==> config.mk <==
export PLATFORM = sky130hd
export DESIGN_NAME = led_key_driver_serial_sequencer_flat
export DESIGN_NICKNAME = d
export VERILOG_FILES = /design/src/lkd_pkg.sv /design/src/lkd_item_if.sv /design/src/lkd_result_if.sv /design/src/lkd_step.sv /design/src/led_key_driver_serial_sequencer.sv /design/src/flat_wrapper.sv
export VERILOG_INCLUDE_DIRS = /design/src /design/src/src
export SDC_FILE = /design/constraint.sdc
export NUM_CORES = 1
export LEC_CHECK = 0
export BUFFER_PORTS_ARGS = -buffer_cell sky130_fd_sc_hd__buf_2
export CORE_UTILIZATION = 45
export DETAILED_ROUTE_END_ITERATION = 8
export GPL_TIMING_DRIVEN = 0
export PLACE_DENSITY_LB_ADDON = 0.15
export SYNTH_ARGS = -nofsm -noshare
export SYNTH_HDL_FRONTEND = slang
export SYNTH_SLANG_ARGS = --single-unit
==> constraint.sdc <==
create_clock -name clk -period 5.7 [get_ports clk]
set_clock_uncertainty 0.15 [all_clocks]
set_input_delay 0.57 -clock clk [delete_from_list [all_inputs] [get_ports clk]]
set_output_delay 0.57 -clock clk [all_outputs]
set_load 0.02 [all_outputs]
==> src/assert_macros.svh <==
`ifndef ASSERT_MACROS_SVH
`define ASSERT_MACROS_SVH

// Check a property on every rising clk edge outside reset.
`define ASSERT_CLK(label, prop, msg) \
	label: assert property (@(posedge clk) disable iff (!arst_n) prop) else $error(msg);

// Check that a condition never holds.
`define ASSERT_NEVER(label, cond, msg) \
	`ASSERT_CLK(label, !(cond), msg)

`endif

==> src/lkd_pkg.sv <==
package lkd_pkg;

	localparam int CLEAR_BYTES_DEF  = 16;
	localparam int SETTLE_TICKS_DEF = 10;

	localparam logic [1:0] FUNC_CMD  = 2'd0;
	localparam logic [1:0] FUNC_DATA = 2'd1;
	localparam logic [1:0] FUNC_KEYS = 2'd2;
	localparam logic [1:0] FUNC_INIT = 2'd3;

	localparam logic [3:0] PH_IDLE   = 4'd0;
	localparam logic [3:0] PH_START  = 4'd1;
	localparam logic [3:0] PH_BIT_LO = 4'd2;
	localparam logic [3:0] PH_BIT_HI = 4'd3;
	localparam logic [3:0] PH_STB_UP = 4'd4;
	localparam logic [3:0] PH_GAP    = 4'd5;
	localparam logic [3:0] PH_SETTLE = 4'd6;
	localparam logic [3:0] PH_KEY_LO = 4'd7;
	localparam logic [3:0] PH_KEY_HI = 4'd8;

	localparam logic [7:0] CMD_KEY_READ   = 8'h42;
	localparam logic [7:0] CMD_WRITE_FIX  = 8'h44;
	localparam logic [7:0] CMD_ADDR_BASE  = 8'hC0;
	localparam logic [7:0] CMD_DISPLAY_ON = 8'h8F;
	localparam logic [7:0] CMD_WRITE_AUTO = 8'h40;
	localparam logic [7:0] CLEAR_DATA     = 8'h00;

	localparam int KEY_GROUPS   = 8;
	localparam int KEY_BITS     = 3;
	localparam int KEY_WIDTH    = KEY_GROUPS * KEY_BITS;

	typedef struct packed {
		logic       req_valid;
		logic [1:0] func;
		logic [3:0] address;
		logic [7:0] data_byte;
		logic       di;
	} req_t;

	typedef struct packed {
		logic                 clk_pin;
		logic                 data_pin;
		logic                 strobe_pin;
		logic                 busy_res;
		logic                 keys_valid;
		logic [KEY_WIDTH-1:0] keys;
	} res_t;

	typedef struct packed {
		logic [3:0]           phase;
		logic [7:0]           tx_shift;
		logic [3:0]           bit_count;
		logic [4:0]           byte_count;
		logic [3:0]           wait_count;
		logic [KEY_WIDTH-1:0] key_shift;
		logic [1:0]           func;
		logic [3:0]           address;
		logic [7:0]           data_byte;
		logic                 pin_clk;
		logic                 pin_dat;
		logic                 pin_stb;
	} state_t;

	function automatic logic [7:0] byte_at(input logic [1:0] func, input logic [3:0] address,
			input logic [7:0] data_byte, input logic [4:0] k);
		logic [7:0] b;
		case (func)
			FUNC_CMD: b = data_byte;
			FUNC_DATA: begin
				if (k == 5'd0)
					b = CMD_WRITE_FIX;
				else if (k == 5'd1)
					b = CMD_ADDR_BASE | {4'd0, address};
				else
					b = data_byte;
			end
			FUNC_KEYS: b = CMD_KEY_READ;
			default: begin
				if (k == 5'd0)
					b = CMD_DISPLAY_ON;
				else if (k == 5'd1)
					b = CMD_WRITE_AUTO;
				else if (k == 5'd2)
					b = CMD_ADDR_BASE;
				else
					b = CLEAR_DATA;
			end
		endcase
		return b;
	endfunction

	function automatic logic gap_after(input logic [1:0] func, input logic [4:0] k);
		logic g;
		case (func)
			FUNC_CMD, FUNC_DATA: g = (k == 5'd0);
			FUNC_INIT: g = (k <= 5'd1);
			default: g = 1'b0;
		endcase
		return g;
	endfunction

endpackage

==> src/lkd_item_if.sv <==
interface lkd_item_if;
	import lkd_pkg::*;

	logic       valid;
	logic       ready;
	logic       req_valid;
	logic [1:0] func;
	logic [3:0] address;
	logic [7:0] data_byte;
	logic       di;

	modport source(output valid, output req_valid, output func, output address,
		output data_byte, output di, input ready);
	modport sink(input valid, input req_valid, input func, input address,
		input data_byte, input di, output ready);
endinterface

==> src/lkd_result_if.sv <==
interface lkd_result_if;
	import lkd_pkg::*;

	logic                 valid;
	logic                 ready;
	logic                 clk_pin;
	logic                 data_pin;
	logic                 strobe_pin;
	logic                 busy_res;
	logic                 keys_valid;
	logic [KEY_WIDTH-1:0] keys;

	modport source(output valid, output clk_pin, output data_pin, output strobe_pin,
		output busy_res, output keys_valid, output keys, input ready);
	modport sink(input valid, input clk_pin, input data_pin, input strobe_pin,
		input busy_res, input keys_valid, input keys, output ready);
endinterface

==> src/lkd_step.sv <==
module lkd_step #(
	parameter int CLEAR_BYTES  = lkd_pkg::CLEAR_BYTES_DEF,
	parameter int SETTLE_TICKS = lkd_pkg::SETTLE_TICKS_DEF
) (
	input  lkd_pkg::state_t st,
	input  lkd_pkg::req_t   req,
	output lkd_pkg::state_t st_next,
	output lkd_pkg::res_t   res
);
	import lkd_pkg::*;

	localparam logic [4:0] LAST_CLEAR = 5'(2 + CLEAR_BYTES);
	localparam logic [3:0] SETTLE_END = 4'(SETTLE_TICKS);

	logic       last_byte;
	logic       gap;
	logic [4:0] byte_inc;
	logic [3:0] bit_inc;
	logic [3:0] wait_inc;
	logic [4:0] key_pos;
	logic       keys_done;

	always_comb begin
		case (st.func)
			FUNC_CMD: last_byte = (st.byte_count == 5'd0);
			FUNC_DATA: last_byte = (st.byte_count >= 5'd2);
			FUNC_INIT: last_byte = (st.byte_count >= LAST_CLEAR);
			default: last_byte = 1'b0;
		endcase
	end

	assign gap      = gap_after(st.func, st.byte_count);
	assign byte_inc = st.byte_count + 5'd1;
	assign bit_inc  = st.bit_count + 4'd1;
	assign wait_inc = st.wait_count + 4'd1;
	assign key_pos  = {1'b0, st.byte_count[2:0], 1'b0} + {2'b0, st.byte_count[2:0]}
		+ {3'b0, st.bit_count[1:0]};

	always_comb begin
		st_next   = st;
		keys_done = 1'b0;
		case (st.phase)
			PH_IDLE: begin
				if (req.req_valid) begin
					st_next.func       = req.func;
					st_next.address    = req.address;
					st_next.data_byte  = req.data_byte;
					st_next.byte_count = 5'd0;
					st_next.pin_stb    = 1'b0;
					st_next.tx_shift   = byte_at(req.func, req.address, req.data_byte, 5'd0);
					st_next.bit_count  = 4'd0;
					st_next.phase      = PH_BIT_LO;
				end
			end
			PH_START: begin
				st_next.pin_stb   = 1'b0;
				st_next.tx_shift  = byte_at(st.func, st.address, st.data_byte, st.byte_count);
				st_next.bit_count = 4'd0;
				st_next.phase     = PH_BIT_LO;
			end
			PH_BIT_LO: begin
				st_next.pin_clk  = 1'b0;
				st_next.pin_dat  = st.tx_shift[0];
				st_next.tx_shift = {1'b0, st.tx_shift[7:1]};
				st_next.phase    = PH_BIT_HI;
			end
			PH_BIT_HI: begin
				st_next.pin_clk   = 1'b1;
				st_next.bit_count = bit_inc;
				if (bit_inc < 4'd8) begin
					st_next.phase = PH_BIT_LO;
				end else if (st.func == FUNC_KEYS) begin
					st_next.wait_count = 4'd0;
					st_next.phase      = PH_SETTLE;
				end else if (gap || last_byte) begin
					st_next.phase = PH_STB_UP;
				end else begin
					st_next.byte_count = byte_inc;
					st_next.tx_shift   = byte_at(st.func, st.address, st.data_byte, byte_inc);
					st_next.bit_count  = 4'd0;
					st_next.phase      = PH_BIT_LO;
				end
			end
			PH_SETTLE: begin
				st_next.wait_count = wait_inc;
				if (wait_inc >= SETTLE_END) begin
					st_next.bit_count  = 4'd0;
					st_next.byte_count = 5'd0;
					st_next.phase      = PH_KEY_LO;
				end
			end
			PH_KEY_LO: begin
				st_next.pin_clk = 1'b0;
				st_next.pin_dat = 1'b1;
				if (st.bit_count < 4'd3 && st.byte_count < 5'd8) begin
					for (int i = 0; i < KEY_WIDTH; i++) begin
						if (key_pos == 5'(i))
							st_next.key_shift[i] = req.di;
					end
				end
				st_next.phase = PH_KEY_HI;
			end
			PH_KEY_HI: begin
				st_next.pin_clk = 1'b1;
				if (bit_inc >= 4'd4) begin
					st_next.bit_count  = 4'd0;
					st_next.byte_count = byte_inc;
					st_next.phase      = (byte_inc >= 5'd8) ? PH_STB_UP : PH_KEY_LO;
				end else begin
					st_next.bit_count = bit_inc;
					st_next.phase     = (st.byte_count >= 5'd8) ? PH_STB_UP : PH_KEY_LO;
				end
			end
			PH_STB_UP: begin
				st_next.pin_stb = 1'b1;
				if (st.func == FUNC_KEYS) begin
					keys_done     = 1'b1;
					st_next.phase = PH_IDLE;
				end else if (gap) begin
					st_next.phase = PH_GAP;
				end else begin
					st_next.phase = PH_IDLE;
				end
			end
			PH_GAP: begin
				if (last_byte) begin
					st_next.phase = PH_IDLE;
				end else begin
					st_next.byte_count = byte_inc;
					st_next.phase      = PH_START;
				end
			end
			default: st_next.phase = PH_IDLE;
		endcase
	end

	always_comb begin
		res.clk_pin    = st_next.pin_clk;
		res.data_pin   = st_next.pin_dat;
		res.strobe_pin = st_next.pin_stb;
		res.busy_res   = (st_next.phase != PH_IDLE);
		res.keys_valid = keys_done;
		res.keys       = keys_done ? st_next.key_shift : '0;
	end

endmodule

==> src/led_key_driver_serial_sequencer.sv <==
// Sequencer for a three-wire (strobe, clock, data) LED-driver and key-scan chip. Every
// accepted item is one pin-timing tick and yields exactly one result with the pin levels
// after that tick, a busy flag, and on the tick a key read ends the 24-bit key vector.
// A tick whose request bit is set starts a sequence only when idle; requests seen while
// busy are dropped. One item is taken per clock cycle: the request is registered, one
// pass of the sequencer logic updates the state and fills the result register, which
// drives the outputs until the result side takes it, and the rate drops only while the
// result side holds ready low.
`include "assert_macros.svh"

module led_key_driver_serial_sequencer #(
	parameter int CLEAR_BYTES  = lkd_pkg::CLEAR_BYTES_DEF,
	parameter int SETTLE_TICKS = lkd_pkg::SETTLE_TICKS_DEF
) (
	input  logic                clk,
	input  logic                arst_n,
	lkd_item_if.sink            item,
	lkd_result_if.source        result
);
	import lkd_pkg::*;

	localparam state_t ST_RESET = '{phase: PH_IDLE, pin_clk: 1'b1, pin_dat: 1'b1,
		pin_stb: 1'b1, default: '0};

	logic   valid_s1;
	req_t   req_s1;
	logic   valid_s2;
	res_t   res_s2;
	state_t st_q;
	state_t st_next;
	res_t   res_next;
	logic   adv;

	assign adv        = valid_s1 && (!valid_s2 || result.ready);
	assign item.ready = !valid_s1 || adv;

	always_ff @(posedge clk or negedge arst_n) begin
		if (!arst_n) begin
			valid_s1 <= 1'b0;
		end else if (item.ready) begin
			valid_s1 <= item.valid;
		end
	end

	always_ff @(posedge clk) begin
		if (item.ready && item.valid) begin
			req_s1 <= {item.req_valid, item.func, item.address, item.data_byte, item.di};
		end
	end

	lkd_step #(
		.CLEAR_BYTES (CLEAR_BYTES),
		.SETTLE_TICKS(SETTLE_TICKS)
	) u_step (
		.st     (st_q),
		.req    (req_s1),
		.st_next(st_next),
		.res    (res_next)
	);

	always_ff @(posedge clk or negedge arst_n) begin
		if (!arst_n) begin
			st_q <= ST_RESET;
		end else if (adv) begin
			st_q <= st_next;
		end
	end

	always_ff @(posedge clk or negedge arst_n) begin
		if (!arst_n) begin
			valid_s2 <= 1'b0;
		end else if (adv) begin
			valid_s2 <= 1'b1;
		end else if (result.ready) begin
			valid_s2 <= 1'b0;
		end
	end

	always_ff @(posedge clk) begin
		if (adv) begin
			res_s2 <= res_next;
		end
	end

	assign result.valid      = valid_s2;
	assign result.clk_pin    = res_s2.clk_pin;
	assign result.data_pin   = res_s2.data_pin;
	assign result.strobe_pin = res_s2.strobe_pin;
	assign result.busy_res   = res_s2.busy_res;
	assign result.keys_valid = res_s2.keys_valid;
	assign result.keys       = res_s2.keys;

	`ASSERT_CLK(a_busy_tracks_state, valid_s2 |-> (res_s2.busy_res == (st_q.phase != PH_IDLE)), "busy flag disagrees with sequencer state")
	`ASSERT_CLK(a_keys_report, (adv && st_q.phase == PH_STB_UP && st_q.func == FUNC_KEYS) |=> (valid_s2 && res_s2.keys_valid), "key read end not reported")
	`ASSERT_CLK(a_idle_holds, (adv && st_q.phase == PH_IDLE && !req_s1.req_valid) |=> (st_q.phase == PH_IDLE), "left idle without a request")

endmodule
==> src/flat_wrapper.sv <==
// flat-port wrapper written by rule: the top's interface ports become plain ports
module led_key_driver_serial_sequencer_flat import lkd_pkg::*;
#(
	parameter int CLEAR_BYTES  = lkd_pkg::CLEAR_BYTES_DEF,
	parameter int SETTLE_TICKS = lkd_pkg::SETTLE_TICKS_DEF
)
  (clk, arst_n, item_valid, item_req_valid, item_func, item_address, item_data_byte, item_di, item_ready, result_valid, result_clk_pin, result_data_pin, result_strobe_pin, result_busy_res, result_keys_valid, result_keys, result_ready);
  lkd_item_if item_i ();
  lkd_result_if result_i ();
  input  logic clk;
  input  logic arst_n;
  input wire logic [$bits(item_i.valid)-1:0] item_valid;
  input wire logic [$bits(item_i.req_valid)-1:0] item_req_valid;
  input wire logic [$bits(item_i.func)-1:0] item_func;
  input wire logic [$bits(item_i.address)-1:0] item_address;
  input wire logic [$bits(item_i.data_byte)-1:0] item_data_byte;
  input wire logic [$bits(item_i.di)-1:0] item_di;
  output wire logic [$bits(item_i.ready)-1:0] item_ready;
  output wire logic [$bits(result_i.valid)-1:0] result_valid;
  output wire logic [$bits(result_i.clk_pin)-1:0] result_clk_pin;
  output wire logic [$bits(result_i.data_pin)-1:0] result_data_pin;
  output wire logic [$bits(result_i.strobe_pin)-1:0] result_strobe_pin;
  output wire logic [$bits(result_i.busy_res)-1:0] result_busy_res;
  output wire logic [$bits(result_i.keys_valid)-1:0] result_keys_valid;
  output wire logic [$bits(result_i.keys)-1:0] result_keys;
  input wire logic [$bits(result_i.ready)-1:0] result_ready;
  assign item_i.valid = item_valid;
  assign item_i.req_valid = item_req_valid;
  assign item_i.func = item_func;
  assign item_i.address = item_address;
  assign item_i.data_byte = item_data_byte;
  assign item_i.di = item_di;
  assign item_ready = item_i.ready;
  assign result_valid = result_i.valid;
  assign result_clk_pin = result_i.clk_pin;
  assign result_data_pin = result_i.data_pin;
  assign result_strobe_pin = result_i.strobe_pin;
  assign result_busy_res = result_i.busy_res;
  assign result_keys_valid = result_i.keys_valid;
  assign result_keys = result_i.keys;
  assign result_i.ready = result_ready;
  led_key_driver_serial_sequencer #(.CLEAR_BYTES(CLEAR_BYTES), .SETTLE_TICKS(SETTLE_TICKS)) u_core (.clk(clk), .arst_n(arst_n), .item(item_i), .result(result_i));
endmodule
==> impl_metrics.csv <==
group,metric,value,unit
outcome,status,"finished clean",
logic_synthesis,synth_top_area_share,24.9,%
logic_synthesis,async_flop_share,60.2,%
logic_synthesis,synth-edff-count,45,
die,fp.coreArea,0.0140,sq mm
pwr,switchingPower,1.12,mW
logic_synthesis,syn_area_per_cell,9.83,sq um
pwr,switching_share,34.9,%
setup_path,cp.required,5.71,ns
detailed_routing,drt-initial-drc-count,390,
grt,grt_start_max_net_pins,49,
sta,hold_violations,0,
finish,n_antenna_cell,0,
detailed_routing,vias,5363,
sta,fmax,0.267,GHz
clock_tree,cts_tree,"built",
job,maxCapViolations,0,
setup_path,cp_max_fo,10,
pwr,power_frac_clock,34.3,%
clock_tree,clkTransAtPathRegs,0.06,ns
die,rows,43,
finish,fillers,1195,
detailed_routing,wire_per_inst,17.5,um
clock_tree,clock_tree.buffer_depth,2,
clock_tree,ctsHtreeMaxLevel,4,
placement,dp_hpwl,11.8,mm
setup_path,cp.arrival,3.75,ns
clock_tree,cts_buffers,17,
logic_synthesis,yosys.area.top_type,"dfrtp_1",
die,dieArea,0.0150,sq mm
pwr,seq_power_share,34.2,%
logic_synthesis,yosysSeqAreaShare,46.8,%
clock_tree,cts-root-buf,"clkbuf_16",
detailed_routing,wl,16.2,mm
grt,gr-total-overflow,0,
sta,holdWs,0.161,ns
sta,slew_viol_final,0,
sta,rsz0062_at_grt,"false",
die,die_w,122,um
die,ios,51,
worst_hold_path,hold_class,"in -> reg",
logic_synthesis,synthesis.area,0.00653,sq mm
logic_synthesis,synth_fp_nets,704,
sta,tightestPinTransition,0.836,ns
placement,port_buffers,50,
die,die_h,122,um
sta,maxSlewHeadroom,44.3,%
grt,antenna_found_initial,0,
pwr,p_leak,3.19,nW
detailed_routing,antenna_left,0,
detailed_routing,firstDrtPassIters,5,
placement,place_congestion,0.902,
logic_synthesis,yosysUniqueCellTypes,82,
logic_synthesis,synth-main-ff-cell,"dfrtp_1",
pwr,power_frac_comb,31.5,%
sta,fin_crit_sh,65.7,%
clock_tree,clock_latency,0.43,ns
clock_tree,cts_sinks,113,
pwr,intPower,2.08,mW
sta,period_minus_slack,3.74,ns
sta,setup_viol_count_final,0,
grt,grt_pass1_wl,26.3,mm
logic_synthesis,synth.area.top_cells,"dfrtp_1 (25%), edfxtp_1 (21%), mux2_2 (4.5%), nand2_1 (4.1%), nor2_1 (4.1%)",
setup_path,endpoint_kind,"register",
finish,fin_nets,775,
finish,post_route_cells_drive_above_1_share,19.0,%
finish,area_delta_synth_final,17.1,%
setup_path,start_kind,"register",
detailed_routing,drc,0,
grt,grt_usage,23.3,%
grt,grt_pass1_vias,5139,
logic_synthesis,synthCells,664,
pwr,powerDensity,418,mW/mm^2
sta,setup_tns,0,ns
logic_synthesis,yosysWarnings,0,
setup_path,worstSetupPathType,"reg -> reg",
die,start_util,46.5,%
pwr,vdd_ir_drop_max,0.285,mV
logic_synthesis,synth-seq-cells,113,
finish,final_cell_mix,"nor2_1 (72), nand2_1 (72), dfrtp_1 (65)",
detailed_routing,viasPerCell,5.78,
## worst paths after layout
kind / startpoint / endpoint / slack [ns] / depth (start not counted)
max: u_core.st_q[47] / u_core.result.keys[12] / 1.96 / 10
min: item_func[0] / u_core.req_s1[13] / 0.16 / 1
max reg2reg: u_core.st_q[47] / u_core.result.keys[12] / 1.96 / 10
min reg2reg: u_core.st_q[1] / u_core.st_q[1] / 0.31 / 2
max in group asynchronous: arst_n / u_core.st_q[0] / 4.35 / 3
min in group asynchronous: arst_n / u_core.valid_s1 / 0.44 / 2
## synth_stat cells (all sizes together), types with 5 or more instances
cell type and n:
nor2 74, nand2 72, dfrtp 65, o21ai 47
edfxtp 45, mux2 36, a21oi 32, clkbuf 24
nand3 23, inv 22, ha 18, nor3 17
mux2i 16, nand2b 16, buf 13, or3 10
nand4 8, or2 8, nor2b 7, a2111oi 6
a211oi 5, a2bb2oi 5, a31oi 5, o31ai 5
## state kept, by name (all words and copies together) (netlist names)
name	flops
u_core.result.keys_valid	1
u_core.result.strobe_pin	1
u_core.st_q	66
u_core.result.busy_res	1
u_core.req_s1	16
u_core.result.data_pin	1
u_core.result.clk_pin	1
u_core.result.keys	24
u_core.result.valid	1
u_core.valid_s1	1
## power groups by stage
stage | clock network (mW) | registers [mW] | logic (mW)
after floorplan | 0 | 1.09 | 0.722
final | 1.10 | 1.09 | 1.01
after detailed placement | 0 | 1.10 | 0.996
after global placement | 0 | 1.10 | 0.980
after CTS | 1.11 | 1.09 | 1.00
after global routing | 1.15 | 1.11 | 1.11
## per-stage QoR
step	utilization [%]	worst slack (ns)	total power [mW]	std cells	cell area (sq um)
2_1_floorplan	-	2.35	1.81	664	6530
3_3_place_gp	49.9	1.64	2.08	894	7010
3_5_place_dp	50.1	2.05	2.10	895	7040
4_1_cts	54.5	2.03	3.21	928	7650
5_1_grt	54.5	1.79	3.36	928	7650
6_report	54.5	1.96	3.20	928	7650
## layer usage
| metal | share of wire, % | up-vias | GRT usage [%] |
|---|---|---|---|
| met3 | 4.6 | 27 | 6.27 |
| met1 | 45 | 2611 | 29.3 |
| li1 | - | 2567 | - |
| met2 | 49 | 158 | 38.6 |
| met4 | 1.8 | 0 | 7.93 |
| met5 | 0 | - | 0 |
## timing repair
item,in CTS,in global routing
buffers inserted,0,0
resized for setup,0,0
hold endpoints to repair,19,0
hold buffers,1,0
endpoints found under the setup margin,0,0
## critical path, stage by stage (launching register included)
cell and delay, ns:
dfrtp_1 0.46, buf_2 0.27, inv_1 0.15, ha_1 0.36, ha_1 0.32, a21o_1 0.15
a21oi_1 0.63, nand3_1 0.25, or3_1 0.39, mux2i_1 0.27, nor2_1 0.08
## cells by family (layout without fill, tap and decap cells)
group / after synthesis / in the layout / share of synthesized area [%]
AOI/OAI and AO/OA: 155 / 155 / 16.5
xor gates and xnor gates: 5 / 5 / 0.671
adders and majority gates: 20 / 20 / 4.06
muxes: 52 / 52 / 8.66
and+or+nand+nor: 260 / 260 / 19.6
DFF: 113 / 113 / 46.8
buffers and inverters: 59 / 143 / 3.72
## cell type report
cell class / instances / area [sq um] / area share [%]
sequential: 113 / 3060 / 40.0
buffer: 37 / 161 / 2.11
multi-input combinational: 492 / 3230 / 42.2
clock inverter: 12 / 165 / 2.16
clock buffer: 20 / 437 / 5.71
timing repair buffer: 52 / 290 / 3.80
inverter: 22 / 82.6 / 1.08
tap: 180 / 225 / 2.94
Power figures use the tool's default switching activity.
